==> src/rtl/core/pair_nonbonded_energy_accumulator_core_assert.svh <==
// ----------------------------------------------------------------------------
// Assertion macros for the pair non-bonded energy accumulator.
// ----------------------------------------------------------------------------
`ifndef PAIR_NONBONDED_ENERGY_ACCUMULATOR_CORE_ASSERT_SVH
`define PAIR_NONBONDED_ENERGY_ACCUMULATOR_CORE_ASSERT_SVH
`ifndef ASSERT_OFF
// Property that must hold at every clock edge outside reset.
`define PNEA_ASSERT(lbl, prop, msg) \
  lbl: assert property (@(posedge clk_i) disable iff (!rst_ni) (prop)) else $error(msg);
// Implication from a trigger to a consequence in the next cycle.
`define PNEA_ASSERT_NEXT(lbl, trig, cons, msg) \
  lbl: assert property (@(posedge clk_i) disable iff (!rst_ni) (trig) |=> (cons)) \
    else $error(msg);
`else
`define PNEA_ASSERT(lbl, prop, msg)
`define PNEA_ASSERT_NEXT(lbl, trig, cons, msg)
`endif
`endif

==> src/rtl/core/pnea_pkg.sv <==
// ----------------------------------------------------------------------------
// pnea_pkg
// Types, constants and arithmetic helpers of the pair energy accumulator.
// ----------------------------------------------------------------------------
package pnea_pkg;

  localparam int unsigned CfgIdxW = 8;
  localparam int unsigned QDepth  = 2;
  localparam int unsigned ExpW    = 10;

  // Configuration register indexes.
  localparam logic [CfgIdxW-1:0] CfgCoulombCutoff = CfgIdxW'(0);
  localparam logic [CfgIdxW-1:0] CfgVdwCutoff     = CfgIdxW'(1);

  localparam logic [31:0] CutoffReset = 32'hFFFF_0000;
  localparam logic [63:0] PosMax      = 64'h7FFF_FFFF_FFFF_FFFF;
  localparam logic [63:0] NegMax      = 64'h8000_0000_0000_0000;

  typedef struct packed {
    logic signed [31:0] pos_a_x;
    logic signed [31:0] pos_a_y;
    logic signed [31:0] pos_a_z;
    logic signed [31:0] pos_b_x;
    logic signed [31:0] pos_b_y;
    logic signed [31:0] pos_b_z;
    logic signed [31:0] coulomb_coef;
    logic signed [31:0] dispersion_coef;
    logic signed [31:0] repulsion_coef;
    logic               last_pair;
  } pnea_in_t;

  typedef struct packed {
    logic signed [63:0] total_energy;
    logic               saturated;
  } pnea_out_t;

  // One classified pair handed from the front to the back.
  typedef struct packed {
    logic [63:0]        dist_sq;
    logic               use_c;
    logic               use_v;
    logic signed [31:0] cq;
    logic signed [31:0] c6;
    logic signed [31:0] c12;
    logic               last;
  } pnea_work_t;

  // Saturating signed add; bit 64 flags saturation.
  function automatic logic [64:0] sat_add(input logic [63:0] a, input logic [63:0] b);
    logic [63:0] s;
    s = a + b;
    if (a[63] == b[63] && s[63] != a[63]) begin
      return {1'b1, (a[63] ? NegMax : PosMax)};
    end
    return {1'b0, s};
  endfunction

  // Saturating signed subtract; bit 64 flags saturation.
  function automatic logic [64:0] sat_sub(input logic [63:0] a, input logic [63:0] b);
    logic [63:0] s;
    s = a - b;
    if (a[63] != b[63] && s[63] != a[63]) begin
      return {1'b1, (a[63] ? NegMax : PosMax)};
    end
    return {1'b0, s};
  endfunction

  // Term at zero distance: bound of the coefficient's sign.
  function automatic logic [63:0] zero_term(input logic signed [31:0] c);
    if (c > 0) return PosMax;
    if (c < 0) return NegMax;
    return 64'd0;
  endfunction

  // Magnitude product shifted by sh into Q32.32; bit 64 flags saturation.
  function automatic logic [64:0] scale_term(input logic [63:0] p,
                                             input logic signed [ExpW-1:0] sh,
                                             input logic neg);
    logic [63:0]     lim;
    logic [63:0]     r;
    logic            flag;
    logic [ExpW-1:0] amt;
    lim  = neg ? NegMax : PosMax;
    flag = 1'b0;
    amt  = sh[ExpW-1] ? (~sh + 1'b1) : sh;
    if (p == 64'd0) begin
      r = 64'd0;
    end else if (!sh[ExpW-1]) begin
      if (sh >= ExpW'(63) || p > (lim >> amt)) begin
        flag = 1'b1;
        r    = lim;
      end else begin
        r = p << amt;
      end
    end else begin
      r = p >> amt;
    end
    return {flag, (neg ? (64'd0 - r) : r)};
  endfunction

endpackage

==> src/rtl/core/pnea_queue.sv <==
// ----------------------------------------------------------------------------
// pnea_queue
// Short queue of classified pairs between the front and the back.
// ----------------------------------------------------------------------------
`include "pair_nonbonded_energy_accumulator_core_assert.svh"

module pnea_queue (
  input  logic                  clk_i,
  input  logic                  rst_ni,
  input  logic                  push_valid_i,
  output logic                  push_ready_o,
  input  pnea_pkg::pnea_work_t  push_data_i,
  output logic                  pop_valid_o,
  input  logic                  pop_ready_i,
  output pnea_pkg::pnea_work_t  pop_data_o
);
  import pnea_pkg::*;

  localparam int unsigned PtrW = $clog2(QDepth);

  pnea_work_t          mem_q [QDepth];
  logic [PtrW-1:0]     wr_q, rd_q;
  logic [PtrW:0]       cnt_q;
  logic                push, pop;

  assign push_ready_o = cnt_q != (PtrW+1)'(QDepth);
  assign pop_valid_o  = cnt_q != '0;
  assign push         = push_valid_i && push_ready_o;
  assign pop          = pop_valid_o && pop_ready_i;
  assign pop_data_o   = mem_q[rd_q];

  // Pointers and fill count.
  always_ff @(posedge clk_i or negedge rst_ni) begin
    if (!rst_ni) begin
      wr_q  <= '0;
      rd_q  <= '0;
      cnt_q <= '0;
    end else begin
      if (push) wr_q <= (wr_q == PtrW'(QDepth-1)) ? '0 : wr_q + 1'b1;
      if (pop)  rd_q <= (rd_q == PtrW'(QDepth-1)) ? '0 : rd_q + 1'b1;
      if (push && !pop)      cnt_q <= cnt_q + 1'b1;
      else if (pop && !push) cnt_q <= cnt_q - 1'b1;
    end
  end

  // Entry storage.
  always_ff @(posedge clk_i) begin
    if (push) mem_q[wr_q] <= push_data_i;
  end

  `PNEA_ASSERT(a_cnt_bound, cnt_q <= (PtrW+1)'(QDepth), "queue count beyond depth")
  `PNEA_ASSERT_NEXT(a_fill, push && !pop, cnt_q == $past(cnt_q) + 1'b1, "fill count lost a push")
  `PNEA_ASSERT_NEXT(a_drain, pop && !push, cnt_q == $past(cnt_q) - 1'b1, "fill count lost a pop")

endmodule

==> config.mk <==
export PLATFORM = sky130hd
export DESIGN_NAME = pnea_queue
export DESIGN_NICKNAME = d
export VERILOG_FILES = /design/src/rtl/core/pnea_pkg.sv /design/src/rtl/core/pnea_queue.sv
export VERILOG_INCLUDE_DIRS = /design/src /design/src/rtl/core
export SDC_FILE = /design/constraint.sdc
export NUM_CORES = 1
export LEC_CHECK = 0
export ABC_AREA = 1
export BUFFER_PORTS_ARGS = -buffer_cell sky130_fd_sc_hd__buf_2
export CORE_MARGIN = 2
export CORE_UTILIZATION = 35
export CTS_CLUSTER_DIAMETER = 30
export DETAILED_ROUTE_END_ITERATION = 8
export SLEW_MARGIN = 20
export SYNTH_ARGS = -nofsm -noshare
export SYNTH_HDL_FRONTEND = slang
export SYNTH_SLANG_ARGS = --single-unit
==> constraint.sdc <==
create_clock -name clk_i -period 8.8 [get_ports clk_i]
set_input_delay 0.88 -clock clk_i [delete_from_list [all_inputs] [get_ports clk_i]]
set_output_delay 0.88 -clock clk_i [all_outputs]
set_load 0.02 [all_outputs]
==> qor.csv, run 1 <==
stage,metric,value,unit
critical_path,ff2ff_setup_slack,6000,ps
route,vias_per_cell,4.40,
floorplan,fp.dieW,190,um
power,irDropWorstVdd,0.225,mV
power,p_leak,7.10,nW
sta,clock_skew,17.8,ps
critical_path,worstPathArrival,3060,ps
synthesis,syn_inst,880,
sta,worst_slew_pin_slew,1010,ps
finish,seq_area,0.00989,mm2
finish,finalNetCount,1422,
cts,cts_made_buffers,70,
floorplan,core,0.0344,mm2
floorplan,ios,332,
synthesis,ys_types,14,
critical_path,start_kind,flip-flop,
run_status,status,completed,
synthesis,syn_avg_cell_area,13.8,um2
finish,drive_gt1_share,34.7,%
critical_path,r2r_cells,5,
route,drc_errors,0,
sta,fin_ws,4860,ps
critical_path,timing.rr.start,cnt_q[0],
critical_path,r2r-end,mem_q[0][55],
sta,setup_violations,0,
sta,whs,116,ps
global_routing,gr-total-overflow,0,
hold_path,hp-class,in -> async,
route,drt_iter0_markers,386,
floorplan,fp.dieH,190,um
synthesis,synth_seq_cells,330,
finish,final_common_cell,nand2_1,
place,pre_cts_ws,5390,ps
route,antenna_left,0,
sta,maxSlewViolCount,0,
critical_path,critPathRequiredTime,7920,ps
synthesis,syn_nets,1048,
global_routing,grt_first_pass_wirelength,41400,um
cts,holdBufCountCts,0,
global_routing,antenna_found_initial,3,
route,firstDrtPassIters,5,
finish,multi_input_area,0.00194,mm2
cts,clk_latency,560,ps
sta,post-route-min-period,3940,ps
floorplan,start_util,35.4,%
flow_run,maxCapViolCount,0,
cts,clock_sinks,330,
power,powerDensity,405,mW/mm2
global_routing,grtUsageTotal,14.9,%
place,hpwlAfterDp,16700,um
floorplan,dieArea,0.0363,mm2
synthesis,seq_area_frac_synth,81.3,%
global_routing,grt_pass1_vias,7742,
cts,cts_resized,0,
critical_path,critPathMaxFanout,83,
sta,grt_setup_unrepaired,no,
synthesis,yosys_warnings,0,
cts,root_buffer,clkbuf_16,
sta,slew_headroom,32.8,%
route,drt-total-wl,27300,um
route,dr_total_vias,7758,
cts,postCtsSetupRepairBufs,0,
sta,fmax,0.254,GHz
cts,cts.reportedPaths.clkPinSlew,50,ps
sta,fin_crit_sh,44.8,%
route,wire_per_inst,15.5,um
cts,htreeDepth,3,
place,port_buffers,331,
synthesis,netlist_area,0.0122,mm2
finish,most-common-layout-cells,"nand2_1 (499), buf_2 (331), edfxtp_1 (326)",
power,power.total,6.67,mW
cts,tritoncts,built,
sta,hold_viol,0,
floorplan,row_count,68,
finish,area_growth,35.4,%
critical_path,end_kind,primary output,
finish,fillers,3019,
global_routing,grt_max_degree,84,
cts,cts_buffer_depth,3,
sta,tns,0,ps
place,finalWeightedCongestion,0.743,
critical_path,path_class,reg -> out,
-- synth_stat cells --
cell      count  area [um2]
xnor2_1       1        8.76
buf_2        10        50.1
nand3_1       2        10.0
dfrtp_1       4         100
xor2_1        1        8.76
nand4_1       1        6.26
inv_1         6        22.5
edfxtp_1    326        9790
ha_1          1        12.5
nor2_1        2        7.51
buf_6        22         248
nand2_1     499        1870
buf_4         4        30.0
inv_2         1        3.75
-- metrics by stage --
stage	util (%)	area, um2	cells
floorplan	-	12200	880
global placement	41.2	14100	1637
detailed placement	41.2	14100	1637
CTS	47.9	16500	1761
global route	47.9	16500	1761
finish	47.9	16500	1762
-- sequential cells by signal, indices dropped and copies added, names as in the netlist --
signal and flops:
cnt_q 2, mem_q 326, rd_q 1, wr_q 1
-- cells by family (layout without fill, tap and decap cells) --
logic type,count (synthesis),in the layout,share of synthesized area (%)
adders and majority gates,1,1,0.103
xor gates and xnor gates,2,2,0.144
DFF,330,330,81.3
buffers and inverters,43,469,2.91
other,0,1,0
and+or+nand+nor,504,504,15.6
-- worst max-delay path by stage --
stage	start	to	slack, ps
3_5_place_dp	rd_q	pop_data_o[66]	5390
4_1_cts	rd_q	pop_data_o[115]	4730
6_report	rd_q	pop_data_o[56]	4860
5_1_grt	rd_q	pop_data_o[56]	4620
3_3_place_gp	rd_q	pop_data_o[56]	5330
2_1_floorplan	push_valid_i	mem_q[0][0]	350
-- worst max-delay path, cell delays in order (launching register included) --
cell and delay [ps]:
dfrtp_4 630, inv_6 490, buf_4 810, nand2_1 100, nand2_1 140, buf_2 180
-- area by class of cell --
| type | count | area share [%] |
|---|---|---|
| flip-flops and latches | 330 | 60.0 |
| multi-input cells | 507 | 11.8 |
| clock buffers | 79 | 11.0 |
| repair buffers | 338 | 10.4 |
| well taps | 455 | 3.45 |
| clock inverters | 45 | 3.13 |
| inverters | 7 | 0.190 |
| diodes | 1 | 0.0152 |
-- metal layers --
metal | vias up | wire length (um) | GRT usage [%]
li1 | 3753 | - | -
met1 | 3644 | 11500 | 19.0
met2 | 321 | 12500 | 22.8
met3 | 38 | 2710 | 5.83
met4 | 2 | 517 | 6.29
met5 | - | 8 | 0
-- power breakdown --
group          leakage [nW]  internal, mW  switching (mW)
Sequential             3.08          2.16          0.0954
Combinational          2.89         0.493            1.39
Clock                  1.13          1.70           0.830
(Power assumes the default switching activity.)
==> run 2: changes to the inputs <==
- clock period: 8.8 -> 3.9 ns (I/O delays scaled with it)
==> run 2 against run 1 <==
  * First-iteration DRC count increased by 13%
  * Clock skew rose by 3.9 ps
  * Register-to-register slack got worse by 4300 ps
  * Largest power group unchanged
  * Clock power is 130% higher
  * Global-route usage is 0.77 points higher
  * Highest routed layer unchanged
  * Die area did not move
  * Utilization grew 3.0 points
  * Clock-buffer cell count stayed put
  * Power is 130% higher
  * Design area rose by 6.2%
  * Critical endpoint is now pop_data_o[146]
  * Non-clock buffer count up 91
==> qor.csv, run 2 (synthesis gave the netlist of run 1 again) <==
stage,metric,value,unit,change
run_status,status,completed,,unchanged
critical_path,path_class,reg -> out,,unchanged
cts,cts_made_buffers,69,,was 70
sta,post-route-min-period,2650,ps,
finish,top_regs,"mem_q (326), cnt_q (2)",,unchanged
power,clockPowerShare,37.9,%,about the same
global_routing,antenna_found_initial,6,,was 3
global_routing,grt_first_pass_wirelength,43500,um,"was 41,400 um"
cts,clk_latency,560,ps,about the same
sta,slew_headroom,31.0,%,was 32.8%
sta,whs,32.2,ps,was 116 ps
global_routing,grtUsageTotal,15.7,%,was 14.9%
route,drt_iter0_markers,436,,was 386
flow_run,maxCapViolCount,0,,unchanged
cts,root_buffer,clkbuf_16,,unchanged
route,antenna_left,0,,unchanged
global_routing,grt_pass1_vias,8200,,"was 7,742"
sta,tns,0,ps,unchanged
route,drc_errors,0,,unchanged
power,combPwrFrac,29.3,%,was 28.3%
critical_path,end_kind,primary output,,unchanged
route,wire_per_inst,15.6,um,was 15.5 um
power,internal_power,10.1,mW,was 4.35 mW
sta,hold_viol,0,,unchanged
power,sw_frac_of_total,34.3,%,was 34.8%
power,p_leak,7.53,nW,was 7.10 nW
place,finalWeightedCongestion,0.760,,was 0.743
finish,fin_area,0.0175,mm2,was 0.0165 mm2
critical_path,critPathRequiredTime,3510,ps,was 7920 ps
route,dr_total_vias,8102,,"was 7,758"
sta,clock_skew,21.6,ps,was 17.8 ps
power,irDropWorstVdd,0.535,mV,was 0.225 mV
route,drt-total-wl,28900,um,"was 27,300 um"
critical_path,worstPathArrival,2260,ps,was 3060 ps
sta,fin_crit_sh,67.9,%,
power,seq_power_share,32.8,%,was 33.8%
place,placed_area,0.0143,mm2,was 0.0141 mm2
finish,finalNetCount,1512,,"was 1,422"
sta,grt_setup_unrepaired,no,,unchanged
finish,top_register,mem_q,,unchanged
finish,most-common-layout-cells,"nand2_1 (499), buf_2 (331), edfxtp_1 (326)",,unchanged
cts,tritoncts,built,,unchanged
sta,fmax,0.378,GHz,
floorplan,ios,332,,unchanged
finish,final_util,50.9,%,was 47.9%
sta,setup_violations,0,,unchanged
hold_path,hp-class,in -> reg,,was in -> async
global_routing,grt_max_degree,165,,was 84
critical_path,timing.rr.start,cnt_q[0],,unchanged
critical_path,start_kind,flip-flop,,unchanged
finish,area_growth,43.8,%,was 35.4%
power,power.total,15.3,mW,was 6.67 mW
power,powerDensity,876,mW/mm2,was 405 mW/mm2
global_routing,gr-total-overflow,0,,unchanged
finish,largest_reg_flops,326,,unchanged
cts,cts_buffer_depth,3,,unchanged
route,firstDrtPassIters,4,,was 5
floorplan,row_count,68,,unchanged
place,hpwlAfterDp,17100,um,"was 16,700 um"
place,port_buffers,331,,unchanged
critical_path,critPathMaxFanout,58,,was 83
hold_path,hp-start,push_data_i[145],,
floorplan,dieArea,0.0363,mm2,unchanged
finish,drive_gt1_share,32.7,%,was 34.7%
cts,htreeDepth,3,,unchanged
floorplan,start_util,35.4,%,unchanged
sta,worst_slew_pin_slew,1040,ps,was 1010 ps
sta,maxSlewViolCount,0,,unchanged
power,p_sw,5.26,mW,was 2.32 mW
cts,clock_sinks,330,,unchanged
route,vias_per_cell,4.36,,was 4.40
critical_path,crit_start,rd_q,,unchanged
cts,cts.reportedPaths.clkPinSlew,50,ps,about the same
floorplan,core,0.0344,mm2,unchanged
floorplan,fp.dieH,190,um,unchanged
finish,fillers,2933,,"was 3,019"
finish,final_common_cell,nand2_1,,unchanged
floorplan,fp.dieW,190,um,unchanged
-- run 2: cell types whose count changed in the layout (fill, tap and decap cells not counted), moves of 2 or more --
cell,previous run,this run
dlygate4sd3_1,0,88
clkinv_4,7,5
diode_2,1,3
clkinv_2,10,14
buf_12,0,7
buf_4,7,3
bufinv_16,7,9
inv_8,2,0
-- run 2: per-stage QoR --
stage / cells / setup slack, ps
after floorplan: 880 / -1580
after global placement: 1640 / 1710
after detailed placement: 1640 / 1630
after CTS: 1854 / 1180
after global routing: 1855 / 1090
final: 1857 / 1250
-- run 2: timing repair --
| item | 4_1_cts | 5_1_grt |
|---|---|---|
| endpoints found under the hold margin | 168 | 0 |
| setup buffers | 0 | 0 |
| resized for setup | 0 | 0 |
| hold buffers | 88 | 0 |
-- run 2: final cells by class --
type	count	area [um2]	share of cell area, %
repair buffers	429	2700	15.4
diodes	3	7.51	0.0429
clock buffers	79	1830	10.4
inverters	7	31.3	0.179
well taps	455	569	3.25
flip-flops and latches	330	9890	56.5
clock inverters	47	532	3.04
multi-input cells	507	1940	11.1
-- run 2: critical path: stages (launching register included) --
cell and delay [ps]:
dfrtp_4 500, inv_6 400, buf_4 410, nand2_1 90
nand2_1 100, buf_2 170
-- run 2: per-layer routing --
metal  vias up  track usage [%]  routed length, um
met5         -                0                 46
met4         6             6.68                629
met3        50             6.74               2990
met2       356             24.5              13400
met1      3751             19.1              11800
li1       3939                -                  -
-- run 2: final timing paths --
path,endpoint,slack [ps],cells past startpoint
worst max-delay path,pop_data_o[146],1250,5
worst min-delay path,mem_q[1][145],30,1
worst max register to register,mem_q[0][157],1670,5
worst min register to register,cnt_q[1],500,2
max in group asynchronous,rd_q,3560,2
min in group asynchronous,rd_q,210,2
-- run 2: power by group through the flow --
stage          clock (mW)  sequential (mW)  combinational [mW]
3_5_place_dp            0             5.09                4.49
5_1_grt              6.11             5.10                4.93
2_1_floorplan           0             5.18                2.98
6_report             5.81             5.03                4.50
4_1_cts              5.92             5.03                4.58
3_3_place_gp            0             5.07                4.46
==> run 3: changes to the inputs <==
- ABC_AREA: 1 -> 0
- clock period: 3.9 -> 2.2 ns (I/O delays scaled with it)
==> run 3 against run 2 <==
  * Global-route usage shrank 0.80 points
  * Critical path depth shrank 2
  * Non-clock buffer count grew 90
  * Via count shrank 14%
  * Power grew 74%
  * Sequential share of layout area shrank 2.7 points
  * Clock skew shrank 5.3 ps
  * Worst hold slack gained 350 ps
  * Critical endpoint is now pop_data_o[120]
  * Highest routed layer is now met4
==> qor.csv, run 3 <==
stage,metric,value,unit,change
finish,fillers,2668,,"was 2,933"
critical_path,start_kind,flip-flop,,unchanged
cts,root_buffer,clkbuf_16,,unchanged
route,firstDrtPassIters,4,,unchanged
synthesis,syn_inst,525,,was 880
sta,clock_skew,16.3,ps,was 21.6 ps
sta,post-route-min-period,2180,ps,
sta,setup_violations,0,,unchanged
synthesis,syn_nets,693,,"was 1,048"
cts,clk_latency,550,ps,was 560 ps
finish,most-common-layout-cells,"buf_2 (331), edfxtp_1 (326), dlygate4sd3_1 (168)",,"was nand2_1 (499), buf_2 (331), edfxtp_1 (326)"
floorplan,fp.dieW,190,um,about the same
synthesis,synth.area.top_cells,"edfxtp_1 (81%), mux2_2 (15%), clkbuf_8 (1.4%)",,"was edfxtp_1 (80%), nand2_1 (15%), buf_6 (2.0%)"
synthesis,syn_avg_cell_area,23.0,um2,was 13.8 um2
route,wire_per_inst,17.4,um,was 15.6 um
finish,largest_reg_flops,326,,unchanged
global_routing,antenna_found_initial,0,,was 6
route,drt_iter0_markers,250,,was 436
floorplan,core,0.0337,mm2,was 0.0344 mm2
critical_path,r2r-end,mem_q[0][64],,was mem_q[0][157]
floorplan,fp.dieH,190,um,about the same
global_routing,grt_max_degree,57,,was 165
global_routing,grtUsageTotal,14.9,%,was 15.7%
floorplan,ios,332,,unchanged
synthesis,synth.most_common_cell,edfxtp_1,,was nand2_1
hold_path,hp-class,in -> reg,,unchanged
critical_path,critical_path.slowest_cell,dfrtp_4,,unchanged
cts,cts_made_buffers,67,,was 69
power,irDropWorstVdd,0.864,mV,was 0.535 mV
floorplan,dieArea,0.0359,mm2,was 0.0363 mm2
finish,area_growth,52.5,%,was 43.8%
floorplan,start_util,35.8,%,was 35.4%
route,dr_total_vias,6978,,"was 8,102"
synthesis,synth_edf_count,326,,unchanged
critical_path,r2r_cells,5,,unchanged
critical_path,critical_path.cell_chain,"bufbuf_16, mux2_2, buf_2",,"was inv_6, buf_4, nand2_1, nand2_1, buf_2"
critical_path,critPathMaxFanout,29,,was 58
finish,seq_area,0.00989,mm2,unchanged
critical_path,path_class,reg -> out,,unchanged
flow_run,maxCapViolCount,0,,unchanged
sta,maxSlewViolCount,0,,unchanged
finish,top_regs,"mem_q (326), cnt_q (2)",,unchanged
critical_path,end_kind,primary output,,unchanged
place,port_buffers,331,,unchanged
sta,grt_setup_unrepaired,yes,,was no
route,drt-total-wl,27700,um,"was 28,900 um"
synthesis,netlist_area,0.0121,mm2,was 0.0122 mm2
synthesis,synth_area_leader_cell,edfxtp_1,,unchanged
critical_path,critPathRequiredTime,1980,ps,was 3510 ps
hold_path,min_to,mem_q[0][115],,was mem_q[1][145]
synthesis,synth_common_cells,"edfxtp_1 (326), mux2_2 (163), clkbuf_8 (12)",,"was nand2_1 (499), edfxtp_1 (326), buf_6 (22)"
place,hpwlAfterDp,15900,um,"was 17,100 um"
synthesis,ys_types,14,,unchanged
floorplan,row_count,67,,was 68
critical_path,worstPathArrival,1960,ps,was 2260 ps
sta,worst_slew_pin_slew,329,ps,was 1040 ps
sta,slew_headroom,78.1,%,was 31.0%
route,vias_per_cell,4.39,,was 4.36
sta,tns,0,ps,unchanged
cts,tritoncts,built,,unchanged
place,pre_cts_ws,457,ps,was 1630 ps
sta,hold_viol,0,,unchanged
synthesis,yosysTopAreaCellShare,81.2,%,was 80.4%
synthesis,seq_area_frac_synth,82.1,%,was 81.3%
hold_path,hp-start,push_data_i[115],,was push_data_i[145]
finish,drive_gt1_share,54.9,%,was 32.7%
sta,fin_crit_sh,99.2,%,
sta,fin_ws,16.9,ps,was 1250 ps
global_routing,grt_pass1_vias,7804,,"was 8,200"
finish,antenna-diode-count,0,,was 3
power,powerDensity,1450,mW/mm2,was 876 mW/mm2
cts,cts_buffer_depth,3,,unchanged
global_routing,grt_first_pass_wirelength,41200,um,"was 43,500 um"
route,drc_errors,0,,unchanged
synthesis,ys.flop_type,edfxtp_1,,unchanged
run_status,status,completed,,unchanged
hold_path,holdPathStages,2,,was 1
cts,clock_sinks,330,,unchanged
synthesis,yosys_warnings,0,,unchanged
synthesis,synth_seq_cells,330,,unchanged
power,p_leak,7.06,nW,was 7.53 nW
finish,finalNetCount,1263,,"was 1,512"
critical_path,timing.rr.start,cnt_q[0],,unchanged
synthesis,synth-async-reset-ratio,1.21,%,unchanged
route,antenna_left,0,,unchanged
cts,cts.reportedPaths.clkPinSlew,50,ps,about the same
critical_path,ff2ff_setup_slack,460,ps,was 1670 ps
finish,final_common_cell,buf_2,,was nand2_1
sta,fmax,0.458,GHz,
place,finalWeightedCongestion,0.729,,was 0.760
cts,htreeDepth,3,,unchanged
global_routing,gr-total-overflow,0,,unchanged
critical_path,critical-path-max-stage-delay,500,ps,about the same
finish,top_register,mem_q,,unchanged
finish,multi_input_area,0.00196,mm2,was 0.00194 mm2
## run 3: cells by family (layout without fill, tap and decap cells)
logic type	after synthesis	after routing	synth area share, %
XOR/XNOR	5	5	0.363
adder cells (fa/ha/maj)	1	1	0.104
buffers and inverters	19	637	1.96
flip-flops	330	330	82.1
multiplexers	163	163	15.2
AND/OR/NAND/NOR	7	7	0.280
## run 3: layer usage
| layer | global-route usage [%] | up-vias | wire, um |
|---|---|---|---|
| met5 | 0 | - | 0 |
| met3 | 5.52 | 71 | 2260 |
| met1 | 16.6 | 3365 | 10600 |
| li1 | - | 3261 | - |
| met2 | 25.1 | 281 | 13800 |
| met4 | 7.60 | 0 | 943 |
## run 3: critical path, delay by kind of cell (launching register included)
family | cells | cell delay (ps)
buffers and inverters | 2 | 530
DFF | 1 | 500
muxes | 1 | 360
## run 3: layout make-up
class	count	area share [%]
clock buffers	73	9.48
clock inverters	44	2.86
inverters	1	0.0204
multi-input cells	176	10.7
flip-flops and latches	330	53.8
well taps	448	3.05
repair buffers	519	20.1
## run 3: through the flow
step / util [%] / area, um2 / cells / hold WS, ps / total power [mW]
after floorplan: - / 12100 / 525 / -75.6 / 14.1
after global placement: 42.4 / 14300 / 1300 / 33.2 / 16.2
after detailed placement: 42.4 / 14300 / 1300 / 32.1 / 16.3
after CTS: 54.4 / 18300 / 1589 / 346 / 26.9
after global routing: 54.5 / 18400 / 1591 / 365 / 27.8
final: 54.5 / 18400 / 1591 / 384 / 26.7
## run 3: worst max-delay path by stage
| stage | startpoint | end | slack, ps | cells after the start |
|---|---|---|---|---|
| 2_1_floorplan | cnt_q[0] | mem_q[0][0] | -1280 | 3 |
| 3_3_place_gp | rd_q | pop_data_o[64] | 520 | 3 |
| 3_5_place_dp | cnt_q[0] | mem_q[0][64] | 460 | 5 |
| 4_1_cts | rd_q | pop_data_o[120] | -20 | 3 |
| 5_1_grt | rd_q | pop_data_o[11] | -50 | 3 |
| 6_report | rd_q | pop_data_o[120] | 20 | 3 |
## run 3: where the power goes
| group | leakage, nW | switching (mW) | internal [mW] | total, mW |
|---|---|---|---|---|
| clock | 1.10 | 3.21 | 6.78 | 9.98 |
| combinational | 2.89 | 4.53 | 3.22 | 7.75 |
| sequential | 3.07 | 0.333 | 8.60 | 8.93 |
## run 3: timing repair
action	CTS	global route
hold endpoints to repair	332	0
hold buffers	168	0
buffers inserted	3	0
gates resized for setup	3	3
cloned	1	2
endpoints found under the setup margin	154	108
